### config.mk
export PLATFORM = sky130hd
export DESIGN_NAME = mtmb_front
export DESIGN_NICKNAME = d
export VERILOG_FILES = /design/src/rtl/mtmb_pkg.sv /design/src/rtl/mtmb_front.sv
export SDC_FILE = /design/constraint.sdc
export NUM_CORES = 1
export LEC_CHECK = 0
export CAP_MARGIN = 0
export CORE_ASPECT_RATIO = 1.1
export CORE_MARGIN = 2
export CORE_UTILIZATION = 38
export CTS_BUF_LIST = sky130_fd_sc_hd__clkbuf_2
export DETAILED_ROUTE_END_ITERATION = 8
export DONT_BUFFER_PORTS = 1
export PLACE_DENSITY = 0.58
export SLEW_MARGIN = 5
export SYNTH_ARGS = -nofsm -noshare
export SYNTH_HDL_FRONTEND = slang
export SYNTH_SLANG_ARGS = --single-unit
export TNS_END_PERCENT = 20
### constraint.sdc
create_clock -name clock -period 28 [get_ports clock]
set_clock_uncertainty 0.1 [all_clocks]
set_input_delay 5.6 -clock clock [delete_from_list [all_inputs] [get_ports clock]]
set_output_delay 5.6 -clock clock [all_outputs]
set_load 0.02 [all_outputs]
### src/rtl/mtmb_pkg.sv
// ============================================================================
// mtmb_pkg: shared types and constants for the model transform matrix builder
// Holds the CORDIC constants, the arctangent table and the beat structs.
// ============================================================================
package mtmb_pkg;

   localparam int TurnUnits    = 23040;
   localparam int QuarterUnits = 5760;
   localparam int CordicSteps  = 16;
   localparam int QueueDepth   = 2;

   localparam logic signed [27:0] CordicGain = 28'sd10188014;
   localparam logic signed [23:0] OutMax     = 24'sh7FFFFF;
   localparam logic signed [23:0] OutMin     = -24'sh800000;

   typedef logic [3:0] step_type;

   // Engine sequencer states
   typedef enum logic [1:0] {IDLE, ROTATE, MULT, DONE} state_type;

   // Input beat captured by the front end
   typedef struct packed {
      logic signed [15:0] scale_x;
      logic signed [15:0] scale_y;
      logic signed [15:0] scale_z;
      logic signed [15:0] pos_x;
      logic signed [15:0] pos_y;
      logic signed [15:0] pos_z;
   } geo_type;

   // Reduced angle: quadrant and remainder
   typedef struct packed {
      logic [1:0]  quad;
      logic [12:0] rem;
   } red_type;

   // Queue entry between front and back
   typedef struct packed {
      geo_type geo;
      red_type ax;
      red_type ay;
      red_type az;
   } job_type;

   // Result beat
   typedef struct packed {
      logic signed [23:0] r0c0, r0c1, r0c2, r0c3;
      logic signed [23:0] r1c0, r1c1, r1c2, r1c3;
      logic signed [23:0] r2c0, r2c1, r2c2, r2c3;
   } mat_type;

   // atan(2^-i) in units of 2^-16 degree
   function automatic logic signed [23:0] atan_lut(input step_type i);
      logic signed [23:0] v;
      begin
         case (i)
            4'd0: v = 24'sd2949120;
            4'd1: v = 24'sd1740967;
            4'd2: v = 24'sd919879;
            4'd3: v = 24'sd466945;
            4'd4: v = 24'sd234379;
            4'd5: v = 24'sd117304;
            4'd6: v = 24'sd58666;
            4'd7: v = 24'sd29335;
            4'd8: v = 24'sd14668;
            4'd9: v = 24'sd7334;
            4'd10: v = 24'sd3667;
            4'd11: v = 24'sd1833;
            4'd12: v = 24'sd917;
            4'd13: v = 24'sd458;
            4'd14: v = 24'sd229;
            default: v = 24'sd115;
         endcase
         return v;
      end
   endfunction

   // Reduce one angle modulo a turn and split into quadrant and remainder
   function automatic red_type reduce(input logic signed [15:0] a);
      logic signed [17:0] r;
      red_type o;
      begin
         // a in [-32768,32767]; add two turns, then subtract two turns and one turn where needed
         r = 18'(a) + 18'sd46080;
         if (r >= 18'sd46080) r = r - 18'sd46080;
         if (r >= 18'sd23040) r = r - 18'sd23040;
         o.quad = 2'd0;
         if (r >= 18'sd17280) begin
            o.quad = 2'd3; r = r - 18'sd17280;
         end else if (r >= 18'sd11520) begin
            o.quad = 2'd2; r = r - 18'sd11520;
         end else if (r >= 18'sd5760) begin
            o.quad = 2'd1; r = r - 18'sd5760;
         end
         o.rem = r[12:0];
         return o;
      end
   endfunction

   // Saturate a wide value to the output range
   function automatic logic signed [23:0] sat24(input logic signed [47:0] v);
      begin
         if (v > 48'(OutMax)) return OutMax;
         if (v < 48'(OutMin)) return OutMin;
         return v[23:0];
      end
   endfunction

endpackage

### src/rtl/mtmb_front.sv
// ============================================================================
// mtmb_front: input stage
// Accepts one beat, reduces the three angles and pushes a job to the queue.
// ============================================================================
module mtmb_front (
   input  logic                   clock,
   input  logic                   reset,
   input  logic                   req_valid,
   output logic                   req_stall,
   input  logic signed [15:0]     req_scale_x,
   input  logic signed [15:0]     req_scale_y,
   input  logic signed [15:0]     req_scale_z,
   input  logic signed [15:0]     req_pos_x,
   input  logic signed [15:0]     req_pos_y,
   input  logic signed [15:0]     req_pos_z,
   input  logic signed [15:0]     req_angle_x,
   input  logic signed [15:0]     req_angle_y,
   input  logic signed [15:0]     req_angle_z,
   output logic                   job_valid,
   input  logic                   job_ready,
   output mtmb_pkg::job_type      job_data
);
   import mtmb_pkg::*;

   logic    full_ff, full_in;
   job_type job_ff, job_in;

   // hold the staged job until the queue takes it
   assign req_stall = full_ff && !job_ready;
   assign job_valid = full_ff;
   assign job_data  = job_ff;

   always_comb begin
      full_in = full_ff;
      job_in  = job_ff;
      if (full_ff && job_ready) full_in = 1'b0;
      if (req_valid && !req_stall) begin
         full_in = 1'b1;
         job_in.geo.scale_x = req_scale_x;
         job_in.geo.scale_y = req_scale_y;
         job_in.geo.scale_z = req_scale_z;
         job_in.geo.pos_x   = req_pos_x;
         job_in.geo.pos_y   = req_pos_y;
         job_in.geo.pos_z   = req_pos_z;
         job_in.ax = reduce(req_angle_x);
         job_in.ay = reduce(req_angle_y);
         job_in.az = reduce(req_angle_z);
      end
   end

   always_ff @(posedge clock) begin
      if (reset) begin
         full_ff <= 1'b0;
      end else begin
         full_ff <= full_in;
      end
      job_ff <= job_in;
   end
endmodule

**Word level (Yosys, flattened, before mapping)**

Cells that the tools add are included.

- Muxes and demuxes: 29
- Add/subtract/negate cells: 18
- Reductions and logical operators: 9
- Magnitude comparators: 15

Operators with widths:

| operator | count |
|---|---|
| 18-bit two-way mux | 12 |
| 13-bit two-way mux | 9 |
| 18-bit by 16-bit greater-or-equal comparator with 1-bit output, second input constant | 6 |
| 13-bit subtractor, second input constant | 6 |
| 16-bit by 17-bit adder with 18-bit output, second input constant | 3 |
| 18-bit by 14-bit greater-or-equal comparator with 1-bit output, second input constant | 3 |
| 18-bit by 15-bit greater-or-equal comparator with 1-bit output, second input constant | 3 |
| 18-bit by 17-bit greater-or-equal comparator with 1-bit output, second input constant | 3 |
| 18-bit by 16-bit subtractor with 18-bit output, second input constant | 3 |
| 18-bit by 17-bit subtractor with 18-bit output, second input constant | 3 |
| 13-bit by 11-bit subtractor with 13-bit output, second input constant | 3 |
| 1-bit two-way mux | 8 |
| 2-bit OR reduction | 3 |
| 1-bit logical AND | 3 |
| 1-bit logical NOT | 2 |
| 2-bit nonzero test | 1 |

- Flip-flop bits (word level): 142
- Word-level logic and storage cells: 87
- Bits of input ports: 148

**Logic depth before layout (Yosys ltp)**

- Word-level depth: 12
- Gate-level depth with buffers: 25

**Worst setup path after synthesis**

Ideal clock, no wire load.

- Path type: input to register
- Start: input job_ready
- End: register job_ff, in the netlist job_data[0] (enable)
- Setup slack: 15.335 ns
- Stages: 2
- Required time: 27.243 ns
- Arrival time: 11.908 ns
- Library setup time: 0.657 ns
- Cells stage by stage: nor2b_1 > nor2b_1

- Word-level cells in the longest chain between the ends: 4

Ends and longest elaborated chain:

| item | line | source |
|---|---|---|
| start, declared | mtmb_front.sv:20 | `input logic job_ready,` |
| 1-bit logical NOT | mtmb_front.sv:29 | `assign req_stall = full_ff && !job_ready;` |
| 1-bit logical AND | mtmb_front.sv:29 |  |
| 1-bit logical NOT | mtmb_front.sv:37 | `if (req_valid && !req_stall) begin` |
| 1-bit logical AND | mtmb_front.sv:37 |  |
| end signal, assigned | mtmb_front.sv:57 | `job_ff <= job_in;` |
| end, declared | mtmb_front.sv:26 | `job_type job_ff, job_in;` |

Every way passes these cells.
A chain may end at the register's enable or synchronous reset.

**Worst setup path in the final report**

- Start: input job_ready
- End: output req_stall

- Word-level cells in the longest chain between the ends: 2

Ends and longest elaborated chain:

| item | line | source |
|---|---|---|
| 1-bit logical NOT | mtmb_front.sv:29 |  |
| 1-bit logical AND | mtmb_front.sv:29 |  |
| end, declared | mtmb_front.sv:9 | `output logic req_stall,` |

Every way passes these cells.

==> results.py <==
metrics = {
    "status": {
        "status": "completed",
    },
    "critical_path": {
        "crit_path_end": "req_stall",
        "cp_cell_sequence": "nor2b_1",
        "path_class": "in2out",
        "arrival_ps": 6170,
        "rrSetupSlack_ps": 25690,
        "required_ps": 22300,
        "slowest_stage": "nor2b_1",
        "critPathMaxFanout": 3,
        "crit_family": "simple AND/OR/NAND/NOR gates",
        "crit_start": "job_ready",
        "r2r-start": "job_valid",
        "critPathMaxStageDelay_ps": 570,
        "r2r-end": "job_data[60]",
        "worstSetupEndpointType": "output port",
        "worstRegToRegCells": 3,
        "critPathBufInv": 0,
        "cp.depth": 1,
        "startpoint_type": "input port",
    },
    "clock_network": {
        "cts_tree": "yes",
        "clock_sinks": 142,
        "cts_buffer_depth": 2,
        "cts-buffers-inserted": 17,
        "cts-hold-fix-buffers": 0,
        "cts-root-buf": "clkbuf_2",
        "clkTransAtPathRegs_ps": 270,
        "cts_setup_buffers": 0,
        "cts_max_level": 4,
        "clock_latency_ps": 680,
        "cts_resized": 0,
    },
    "sta": {
        "max_slew_margin": 0.278,
        "maxSlewViolCount": 0,
        "setup_tns_ps": 0,
        "period_share": 0.424,
        "tightest_slew_ps": 1080,
        "rsz0062_at_grt": "false",
        "period_needed_ps": 11870,
        "final-setup-viol-count": 0,
        "final_hold_viol_count": 0,
        "fmax_mhz": 84.2,
    },
    "synthesis": {
        "yosysWarnings": 0,
        "yosysUniqueCellTypes": 103,
        "synthTopCellsByArea": "edfxtp_1 (47%), ha_1 (3.8%), xnor2_1 (3.4%)",
        "syn_avg_cell_area_um2": 10.6,
        "synth_edf_count": 141,
        "ys_seq_elements": 142,
        "synth_top_area_share": 0.471,
        "syn_inst": 852,
        "ys_seq_area_frac": 0.473,
        "synth_flop_cell": "edfxtp_1",
        "synth_nets": 1027,
        "synthArstFlopShare": 0,
        "syn-cell-area_mm2": 0.00899,
        "synth_top_area_cell": "edfxtp_1",
    },
    "route": {
        "antenna_left": 0,
        "drt-total-wl_mm": 25.8,
        "drt_first_pass_iters": 5,
        "post-route-drc-count": 0,
        "avgRoutedWirePerCell_um": 22.3,
        "avgViaCountPerCell": 5.91,
        "vias": 6834,
        "drt_iter0_drc": 466,
    },
    "finish": {
        "layout-drive-gt1-share": 0.102,
        "seqCellArea_mm2": 0.00425,
        "layout_commonest_cell": "edfxtp_1",
        "nNetsFinal": 1013,
        "fillers": 2308,
        "syn_to_final_growth_pct": 5.78,
        "final_cell_mix": "edfxtp_1 (141), nand2_1 (61), nor2_1 (53)",
        "multi_input_area_mm2": 0.00445,
    },
    "placement": {
        "hpwl_mm": 20.0,
        "place_congestion": 0.888,
        "io_buffers": 0,
    },
    "min_path": {
        "hp-class": "reg2reg",
        "worstHoldStart": "job_valid",
    },
    "power_and_ir_drop": {
        "ir_drop_uv": 23.0,
        "power.leakage_uw": 0.00328,
        "power.density_mw_per_mm2": 65.8,
        "power.total_uw": 625,
    },
    "floorplanning": {
        "die_h_um": 165,
        "start_util": 0.383,
        "num_io_pins": 291,
        "rows": 59,
        "dieArea_mm2": 0.0249,
        "die_w_um": 151,
        "core_mm2": 0.0235,
    },
    "global_routing": {
        "grt_max_degree": 91,
        "grtUsageTotal": 0.194,
        "grt_pass1_wl_mm": 37.1,
        "grt_overflow": 0,
        "antenna_found_initial": 3,
        "grt_pass1_vias": 6330,
    },
    "run": {
        "cap_violations": 0,
    },
}
-- registers in the layout (all words and copies together) (netlist names) --
name       flops
job_valid      1
job_data     141
-- worst min path at each step --
stage / to / depth (start not counted)
CTS: job_valid / 3
global placement: job_valid / 3
finish: job_valid / 3
detailed placement: job_valid / 3
global route: job_valid / 3
floorplan: job_valid / 3
-- cells by family (layout without fill, tap and decap cells) --
kind of cell,after synthesis,count (layout),synth area share
other,0,1,0
adders and majority gates,30,30,0.0409
DFF,142,142,0.473
AOI/OAI and AO/OA,273,273,0.224
and+or+nand+nor,276,276,0.164
buffers and inverters,70,69,0.0330
xor gates and xnor gates,49,49,0.0511
muxes,12,12,0.0143
-- area by class of cell --
class	instances	area share
Multi-Input combinational cell	640	0.468
Sequential cell	142	0.447
Tap cell	305	0.0401
Clock inverter	15	0.0199
Inverter	34	0.0134
Clock buffer	17	0.00895
Timing Repair Buffer	3	0.00237
Antenna cell	1	0.000263
-- routing by layer --
metal  up-vias  share of wire  global-route usage
met1      3277           0.40               0.234
met2       256           0.50               0.333
met5         -         0.0010                   0
met3        18          0.088              0.0665
met4         4          0.011              0.0480
li1       3279              -                   -
-- stage by stage --
step | setup slack (ps) | utilization | hold slack (ps) | cell area, um2 | cells
2_1_floorplan | 15330 | - | 672 | 8990 | 852
3_3_place_gp | 16160 | 0.393 | 766 | 9230 | 1124
3_5_place_dp | 16160 | 0.393 | 758 | 9230 | 1124
4_1_cts | 16160 | 0.405 | 790 | 9510 | 1156
5_1_grt | 16120 | 0.405 | 851 | 9510 | 1157
6_report | 16130 | 0.405 | 806 | 9510 | 1157
-- synth_stat cells (4+ instances only) --
cell	count
clkbuf_1	12
buf_2	19
o211a_1	5
o21ai_0	44
edfxtp_1	141
mux2i_1	8
a21boi_0	5
xnor2_1	35
a21oi_1	51
o211ai_1	14
a31oi_1	12
a311oi_1	4
nand4_1	5
nand3_1	37
nand2_1	61
o22ai_1	11
or2_2	6
o21a_1	5
nor3b_1	4
nor2_1	53
a21o_1	9
a22oi_1	6
inv_1	32
ha_1	27
o21ai_1	6
nor3_1	25
a21oi_2	4
a211oi_1	17
nor2b_1	4
a211oi_2	4
o31ai_1	9
and2_1	10
nor4_1	10
xor2_1	10
or3_1	13
and3_1	7
a211o_1	9
nand2b_1	11
a22o_1	4
or2_1	4
-- report_power, final --
group	switching, uW	internal (uW)
Combinational	120	74.3
Sequential	37.5	265
Clock	96.5	31.9
Note: power is estimated with default switching activity, not from simulation.
