--- src/rtl/mtmb_pkg.sv ---
// ============================================================================
// mtmb_pkg: shared types and constants for the model transform matrix builder
// Holds the CORDIC constants, the arctangent table and the beat structs.
// ============================================================================
package mtmb_pkg;

   localparam int TurnUnits    = 23040;
   localparam int QuarterUnits = 5760;
   localparam int CordicSteps  = 16;
   localparam int QueueDepth   = 2;

   localparam logic signed [27:0] CordicGain = 28'sd10188014;
   localparam logic signed [23:0] OutMax     = 24'sh7FFFFF;
   localparam logic signed [23:0] OutMin     = -24'sh800000;

   typedef logic [3:0] step_type;

   // Engine sequencer states
   typedef enum logic [1:0] {IDLE, ROTATE, MULT, DONE} state_type;

   // Input beat captured by the front end
   typedef struct packed {
      logic signed [15:0] scale_x;
      logic signed [15:0] scale_y;
      logic signed [15:0] scale_z;
      logic signed [15:0] pos_x;
      logic signed [15:0] pos_y;
      logic signed [15:0] pos_z;
   } geo_type;

   // Reduced angle: quadrant and remainder
   typedef struct packed {
      logic [1:0]  quad;
      logic [12:0] rem;
   } red_type;

   // Queue entry between front and back
   typedef struct packed {
      geo_type geo;
      red_type ax;
      red_type ay;
      red_type az;
   } job_type;

   // Result beat
   typedef struct packed {
      logic signed [23:0] r0c0, r0c1, r0c2, r0c3;
      logic signed [23:0] r1c0, r1c1, r1c2, r1c3;
      logic signed [23:0] r2c0, r2c1, r2c2, r2c3;
   } mat_type;

   // atan(2^-i) in units of 2^-16 degree
   function automatic logic signed [23:0] atan_lut(input step_type i);
      logic signed [23:0] v;
      begin
         case (i)
            4'd0: v = 24'sd2949120;
            4'd1: v = 24'sd1740967;
            4'd2: v = 24'sd919879;
            4'd3: v = 24'sd466945;
            4'd4: v = 24'sd234379;
            4'd5: v = 24'sd117304;
            4'd6: v = 24'sd58666;
            4'd7: v = 24'sd29335;
            4'd8: v = 24'sd14668;
            4'd9: v = 24'sd7334;
            4'd10: v = 24'sd3667;
            4'd11: v = 24'sd1833;
            4'd12: v = 24'sd917;
            4'd13: v = 24'sd458;
            4'd14: v = 24'sd229;
            default: v = 24'sd115;
         endcase
         return v;
      end
   endfunction

   // Reduce one angle modulo a turn and split into quadrant and remainder
   function automatic red_type reduce(input logic signed [15:0] a);
      logic signed [17:0] r;
      red_type o;
      begin
         // a in [-32768,32767]; add two turns, then subtract two turns and one turn where needed
         r = 18'(a) + 18'sd46080;
         if (r >= 18'sd46080) r = r - 18'sd46080;
         if (r >= 18'sd23040) r = r - 18'sd23040;
         o.quad = 2'd0;
         if (r >= 18'sd17280) begin
            o.quad = 2'd3; r = r - 18'sd17280;
         end else if (r >= 18'sd11520) begin
            o.quad = 2'd2; r = r - 18'sd11520;
         end else if (r >= 18'sd5760) begin
            o.quad = 2'd1; r = r - 18'sd5760;
         end
         o.rem = r[12:0];
         return o;
      end
   endfunction

   // Saturate a wide value to the output range
   function automatic logic signed [23:0] sat24(input logic signed [47:0] v);
      begin
         if (v > 48'(OutMax)) return OutMax;
         if (v < 48'(OutMin)) return OutMin;
         return v[23:0];
      end
   endfunction

endpackage

--- src/rtl/mtmb_queue.sv ---
// ============================================================================
// mtmb_queue: short job queue
// Two-entry register FIFO between the front end and the back end.
// ============================================================================
module mtmb_queue (
   input  logic               clock,
   input  logic               reset,
   input  logic               push_valid,
   output logic               push_ready,
   input  mtmb_pkg::job_type  push_data,
   output logic               pop_valid,
   input  logic               pop_ready,
   output mtmb_pkg::job_type  pop_data
);
   import mtmb_pkg::*;

   job_type    mem_ff [QueueDepth];
   logic       wptr_ff, wptr_in, rptr_ff, rptr_in;
   logic [1:0] cnt_ff, cnt_in;
   logic       push, pop;

   assign push_ready = (cnt_ff != 2'(QueueDepth));
   assign pop_valid  = (cnt_ff != 2'd0);
   assign pop_data   = mem_ff[rptr_ff];
   assign push       = push_valid && push_ready;
   assign pop        = pop_valid && pop_ready;

   // advance pointers and count
   always_comb begin
      wptr_in = push ? !wptr_ff : wptr_ff;
      rptr_in = pop ? !rptr_ff : rptr_ff;
      cnt_in  = cnt_ff + 2'(push) - 2'(pop);
   end

   always_ff @(posedge clock) begin
      if (reset) begin
         wptr_ff <= 1'b0;
         rptr_ff <= 1'b0;
         cnt_ff  <= 2'd0;
      end else begin
         wptr_ff <= wptr_in;
         rptr_ff <= rptr_in;
         cnt_ff  <= cnt_in;
      end
      if (push) mem_ff[wptr_ff] <= push_data;
   end
endmodule

--- config.mk ---
export PLATFORM = sky130hd
export DESIGN_NAME = mtmb_queue
export DESIGN_NICKNAME = d
export VERILOG_FILES = /design/src/rtl/mtmb_pkg.sv /design/src/rtl/mtmb_queue.sv
export SDC_FILE = /design/constraint.sdc
export NUM_CORES = 1
export LEC_CHECK = 0
export BUFFER_PORTS_ARGS = -buffer_cell sky130_fd_sc_hd__buf_4
export CAP_MARGIN = 0
export CORE_ASPECT_RATIO = 2
export CORE_MARGIN = 2
export CORE_UTILIZATION = 52
export DETAILED_ROUTE_END_ITERATION = 10
export PLACE_DENSITY = 0.77
export SLEW_MARGIN = 25
export SYNTH_ARGS = -nofsm -noshare
export SYNTH_HDL_FRONTEND = slang
export SYNTH_SLANG_ARGS = --single-unit
--- constraint.sdc ---
create_clock -name clock -period 5.8 [get_ports clock]
set_input_delay 0 -clock clock [delete_from_list [all_inputs] [get_ports clock]]
set_output_delay 0 -clock clock [all_outputs]
set_load 0.05 [all_outputs]
-- Word-level counts from Yosys, hierarchy flattened
Memories as Yosys holds them, arrays and structs flattened. A register that Yosys moved wholly into a read port is not among the register bits.
Index checks and enable logic that the tools add are counted.
- bits in registers: 4
- memory bits (writable): 282
- bits of input ports: 145
- output and inout port bits: 143
- logic and storage cells: 16
- memories kept: 1
- add/sub/neg operators: 2
- eq/ne operators: 1
- mux-type cells: 4
- reductions and logical operators: 5
- memories (name ; words ; width ; read ports ; clocked after Yosys merged registers in ; write ports ; line ; text):
    mem_ff ; 2 ; 141 ; 1 ; 1 ; 1 ; mtmb_queue.sv:17 ; job_type mem_ff [QueueDepth];
- operators by type and width (cell ; count):
    1-bit 2-to-1 mux ; 4
    2-bit by 1-bit adder with 2-bit output ; 1
    1-bit logical AND ; 2
    1-bit zero test ; 2
    2-bit inequality test, second input constant ; 1
    2-bit nonzero test ; 1
    2-bit by 1-bit subtractor with 2-bit output ; 1

-- Longest topological paths before layout
- depth in word-level cells: 4
- gate-level depth with buffers: 6
- depth with buffers taken out: 6

-- Worst setup path after synthesis
No wires, ideal clock.
- kind: register -> register
- start: reg cnt_ff[0]
- end: mem mem_ff[1][0] (netlist bit), enable pin
- setup time: 518 ps
- data arrival time: 4276 ps
- required time: 5282 ps
- slack: 1006 ps
- stages on the path, launching flop included: 3
- path buffers: 0
- clock period less this slack: 4794 ps
- cells stage by stage: dfxtp_1 -> nand2b_1 -> and3_1
- word-level cells in the longest chain between the ends: 4
- ends and longest elaborated chain (what ; line ; text):
    start: declaration ; mtmb_queue.sv:19 ; logic [1:0] cnt_ff, cnt_in;
    start signal: assignment ; mtmb_queue.sv:43 ; cnt_ff <= cnt_in;
    2-bit inequality test ; mtmb_queue.sv:22 ; assign push_ready = (cnt_ff != 2'(QueueDepth));
    via push_ready ; mtmb_queue.sv:9 ; output logic push_ready,
    1-bit logical AND ; mtmb_queue.sv:25 ; assign push = push_valid && push_ready;
    1-bit 2-to-1 mux ; mtmb_queue.sv:45 ; if (push) mem_ff[wptr_ff] <= push_data;
    1-bit 2-to-1 mux (not written as such) ; mtmb_queue.sv:45 ;
    end: declaration ; mtmb_queue.sv:17 ;
The timed path passes the listed nets, and every way through them passes these cells.

==> implementation parameters <==
Parameter                              Value

Run status
  Result of the run ... complete, no violations

Global routing
  Antenna violations before repair ... 3
  Pin count of the biggest net entering global routing ... 86
  Number of global-route vias before repair ... 6,655
  All-layer global routing usage ... ~22%
  Wire length of the first global-routing pass ... approximately 37,000 um
  Sum of overflow across all layers after global routing ... 0

STA
  Worst Skew ... 11.42 ps
  Max Freq ... 0.3583 GHz
  Worst-Margin Slew ... 986.0 ps
  Setup TNS ... 0 ps
  Final max-slew violation count ... 0
  Number of setup violations in the final report ... 0
  Slew margin rel. ... 34.26%
  Tcrit/Tclk final ... 48.12%
  Final setup margin ... about 3000 ps
  Setup repair after global routing missed its margin ... no
  Fin. Hold Viols ... 0
  Min Clock Period, post-route ... 2791 ps

Drt
  DR iter-0 viols ... 290
  Total wire length ... 24,770 um
  Residual DRC count ... 0
  Final routed wire length divided by cell count ... between 20 and 25 um
  Number of nets with antenna violations after routing ... 0
  Pre-antenna DRT Iters ... 4
  Per-cell via count in the routed design ... 5.067
  Via count of the routed design ... 6,070

Die
  I/O pins ... 288
  Floorplan die height ... 207.9 um
  Starting density of the core ... a little over half
  Standard-cell rows ... 74
  Floorplan die width ... 105.9 um
  Core Box Area ... 0.02037 sq mm
  Area of the die ... roughly 0.022 sq mm

Logic synthesis
  Biggest area contributors in the synthesized netlist ... sky130_fd_sc_hd__edfxtp_1, sky130_fd_sc_hd__mux2_4, sky130_fd_sc_hd__mux2_2
  Number of flip-flops and latches in the synthesized netlist ... 287
  Cell type contributing the most total cell area after synthesis ... sky130_fd_sc_hd__edfxtp_1
  Cells after synthesis ... 468
  Number of nets in the synthesized netlist ... 614
  Sequential element share of the synthesized area ... 79.29%
  Synth warnings ... 0
  Mapped Area ... approximately 0.011 sq mm
  Synth unique cells ... 25
  Mean instance size in the synthesized netlist ... 23.09 sq um
  Area share of the largest cell type after synthesis ... just under 80%

Layout
  Layout cells sized above 1 ... 50.70%
  Final net count ... approximately 1,100
  Number of filler cells placed in the layout ... between 1,000 and 1,500
  Final core utilization ... 75.69%
  Finished Layout Cells ... 1,198
  P&R area growth vs syn ... 42.67%

Place
  Final GP Congestion ... 0.7664
  Number of cells in the design after placement ... around 1,000
  Detail Placement HPWL ... 14,760 um
  Worst slack at placement ... between 3000 and 4000 ps
  Buffers added on ports ... 287

Worst setup path
  Type of element capturing the critical path ... output port
  Count of cell instances traversed by the critical path ... 3
  Slowest cell on the critical path ... sky130_fd_sc_hd__dfxtp_4
  Worst R2R Path Depth ... 4
  Startpoint type of the worst setup path ... flop
  Endpoint of the worst-slack reg-to-reg timing path ... mem_ff[0][94]
  Crit-path cells ... buf_12 -> mux2_2 -> buf_4
  Number of buffer and inverter stages on the critical path ... 2
  Data arrival time of the worst path ... 2790 ps
  Type of the worst setup path ... flop to output port
  Category of cells accounting for the largest share of critical-path delay ... flip-flops
  Data required time of the worst path ... 5800 ps
  Maximum fanout along the worst path ... 80
  Worst r2r src ... cnt_ff[0]
  Largest stage delay, worst path ... around 990 ps
  Setup slack of the most critical reg-to-reg path ... 3080 ps
  End of the critical path ... pop_data[13]

Power
  Total power divided by cell area ... 414.4 mW/mm^2
  Total leakage power ... 5.952 nW
  Overall power ... 6.389 mW
  Peak ir drop on the vdd network ... 0.3354 mV

Clocking
  H-tree levels ... 1
  CTS root buffer ... sky130_fd_sc_hd__clkbuf_16
  Clk buf depth ... 3
  TritonCTS clock tree ... done
  Clock network latency to the later pin of the worst-skew pair ... between 500 and 600 ps
  Clock transition at the registers of the reported paths ... 70 ps
  Total number of clock tree sinks ... approximately 290
  Buffers inserted by post-CTS timing repair ... 0
  Hold-fix buffer count after cts ... 145
  Number of CTS-inserted buffers ... 23
  Post_cts resized ... 0

Hold path
  Class of the worst hold path ... input port to flop
  Hold path start ... push_data[42]

Job
  Max-cap viol count ... 0
-- sequential cells by signal, indices dropped and copies added (netlist names), named ones only --
name and cells:
wptr_ff 1, cnt_ff 2, rptr_ff 1, mem_ff 282
-- synth_stat cells --
library cell / n
sky130_fd_sc_hd__nand2b_1: 1
sky130_fd_sc_hd__nand3_1: 1
sky130_fd_sc_hd__o21ai_0: 2
sky130_fd_sc_hd__edfxtp_1: 282
sky130_fd_sc_hd__nor2b_1: 2
sky130_fd_sc_hd__o31a_1: 1
sky130_fd_sc_hd__nor4_1: 1
sky130_fd_sc_hd__o21ba_2: 1
sky130_fd_sc_hd__mux2_2: 51
sky130_fd_sc_hd__buf_6: 10
sky130_fd_sc_hd__nand3b_1: 1
sky130_fd_sc_hd__nor4bb_1: 1
sky130_fd_sc_hd__and3_1: 2
sky130_fd_sc_hd__nor3_2: 1
sky130_fd_sc_hd__mux2_4: 90
sky130_fd_sc_hd__a21oi_1: 1
sky130_fd_sc_hd__xor2_1: 1
sky130_fd_sc_hd__buf_2: 5
sky130_fd_sc_hd__dfxtp_1: 5
sky130_fd_sc_hd__a21bo_2: 1
sky130_fd_sc_hd__buf_8: 1
sky130_fd_sc_hd__nor2_1: 4
sky130_fd_sc_hd__or2_2: 1
sky130_fd_sc_hd__ha_1: 1
sky130_fd_sc_hd__inv_1: 1
-- layer usage --
layer / share of wire (%) / wire [um] / global-route usage, % / vias up
li1: - / - / - / 2750
met1: 34 / 8338 / 22.81 / 2973
met2: 55 / 13590 / 40.69 / 251
met3: 4.7 / 1165 / 3.705 / 96
met4: 6.8 / 1672 / 14.16 / 0
met5: 0 / 0 / 0 / -
-- kinds of logic after synthesis --
kind of cell,count (synthesis),synth area share (%)
AND/OR/NAND/NOR,15,0.8452
XOR/XNOR,1,0.08106
flip-flops,287,79.29
AO/OA/AOI/OAI,6,0.4052
adder cells (fa/ha/maj),1,0.1158
multiplexers,141,17.82
buffers and inverters,17,1.447
-- cell usage in the layout (no fill, tap or decap), types with 3 or more instances in the layout --
cell type / instances
sky130_fd_sc_hd__clkbuf_16: 23
sky130_fd_sc_hd__dlygate4sd3_1: 145
sky130_fd_sc_hd__mux2_4: 90
sky130_fd_sc_hd__bufinv_16: 4
sky130_fd_sc_hd__diode_2: 3
sky130_fd_sc_hd__edfxtp_1: 282
sky130_fd_sc_hd__mux2_2: 51
sky130_fd_sc_hd__nor2_1: 4
sky130_fd_sc_hd__buf_4: 290
sky130_fd_sc_hd__clkinv_1: 7
sky130_fd_sc_hd__clkinv_2: 3
sky130_fd_sc_hd__dfxtp_1: 4
-- worst register-to-register path: stages, from the launching register on --
cell                       delay [ps]
sky130_fd_sc_hd__dfxtp_1          450
sky130_fd_sc_hd__nand2b_1         230
sky130_fd_sc_hd__nand3b_1         200
sky130_fd_sc_hd__inv_6            610
sky130_fd_sc_hd__buf_4            810
-- report_power, final --
part           switching [mW]  total (mW)  internal (mW)
Combinational            1.35        2.16          0.814
Clock                   0.692        1.60          0.906
Sequential              0.110        2.63           2.52
Total                    2.15        6.39           4.24
-- final cells by class --
type                       count  area, sq um  area share, %
timing repair buffer         436         3649          23.66
multi-input combinational    164         2087          13.54
clock inverter                16        177.7          1.152
antenna                        3        7.507        0.04869
clock buffer                  25        583.1          3.782
sequential                   287         8572          55.60
inverter                       1        8.758        0.05681
tap                          266        332.8          2.159
-- how the worst min path moves through the flow --
| stage | endpoint | slack (ps) | cells after the start |
|---|---|---|---|
| 2_1_floorplan | wptr_ff | 70 | 1 |
| 3_3_place_gp | mem_ff[0][80] | 190 | 1 |
| 3_5_place_dp | mem_ff[0][85] | 190 | 1 |
| 4_1_cts | mem_ff[0][29] | 180 | 2 |
| 5_1_grt | mem_ff[1][28] | 200 | 2 |
| 6_report | mem_ff[1][42] | 220 | 2 |
-- through the flow --
| stage | instance area [sq um] | hold slack [ps] |
|---|---|---|
| detailed placement | 13200 | 187.9 |
| global route | 15420 | 202.2 |
| floorplan | 10810 | 69.07 |
| CTS | 15410 | 184.9 |
| global placement | 13200 | 185.3 |
| finish | 15420 | 215.2 |
No activity file was read; power rests on OpenSTA's default activity.
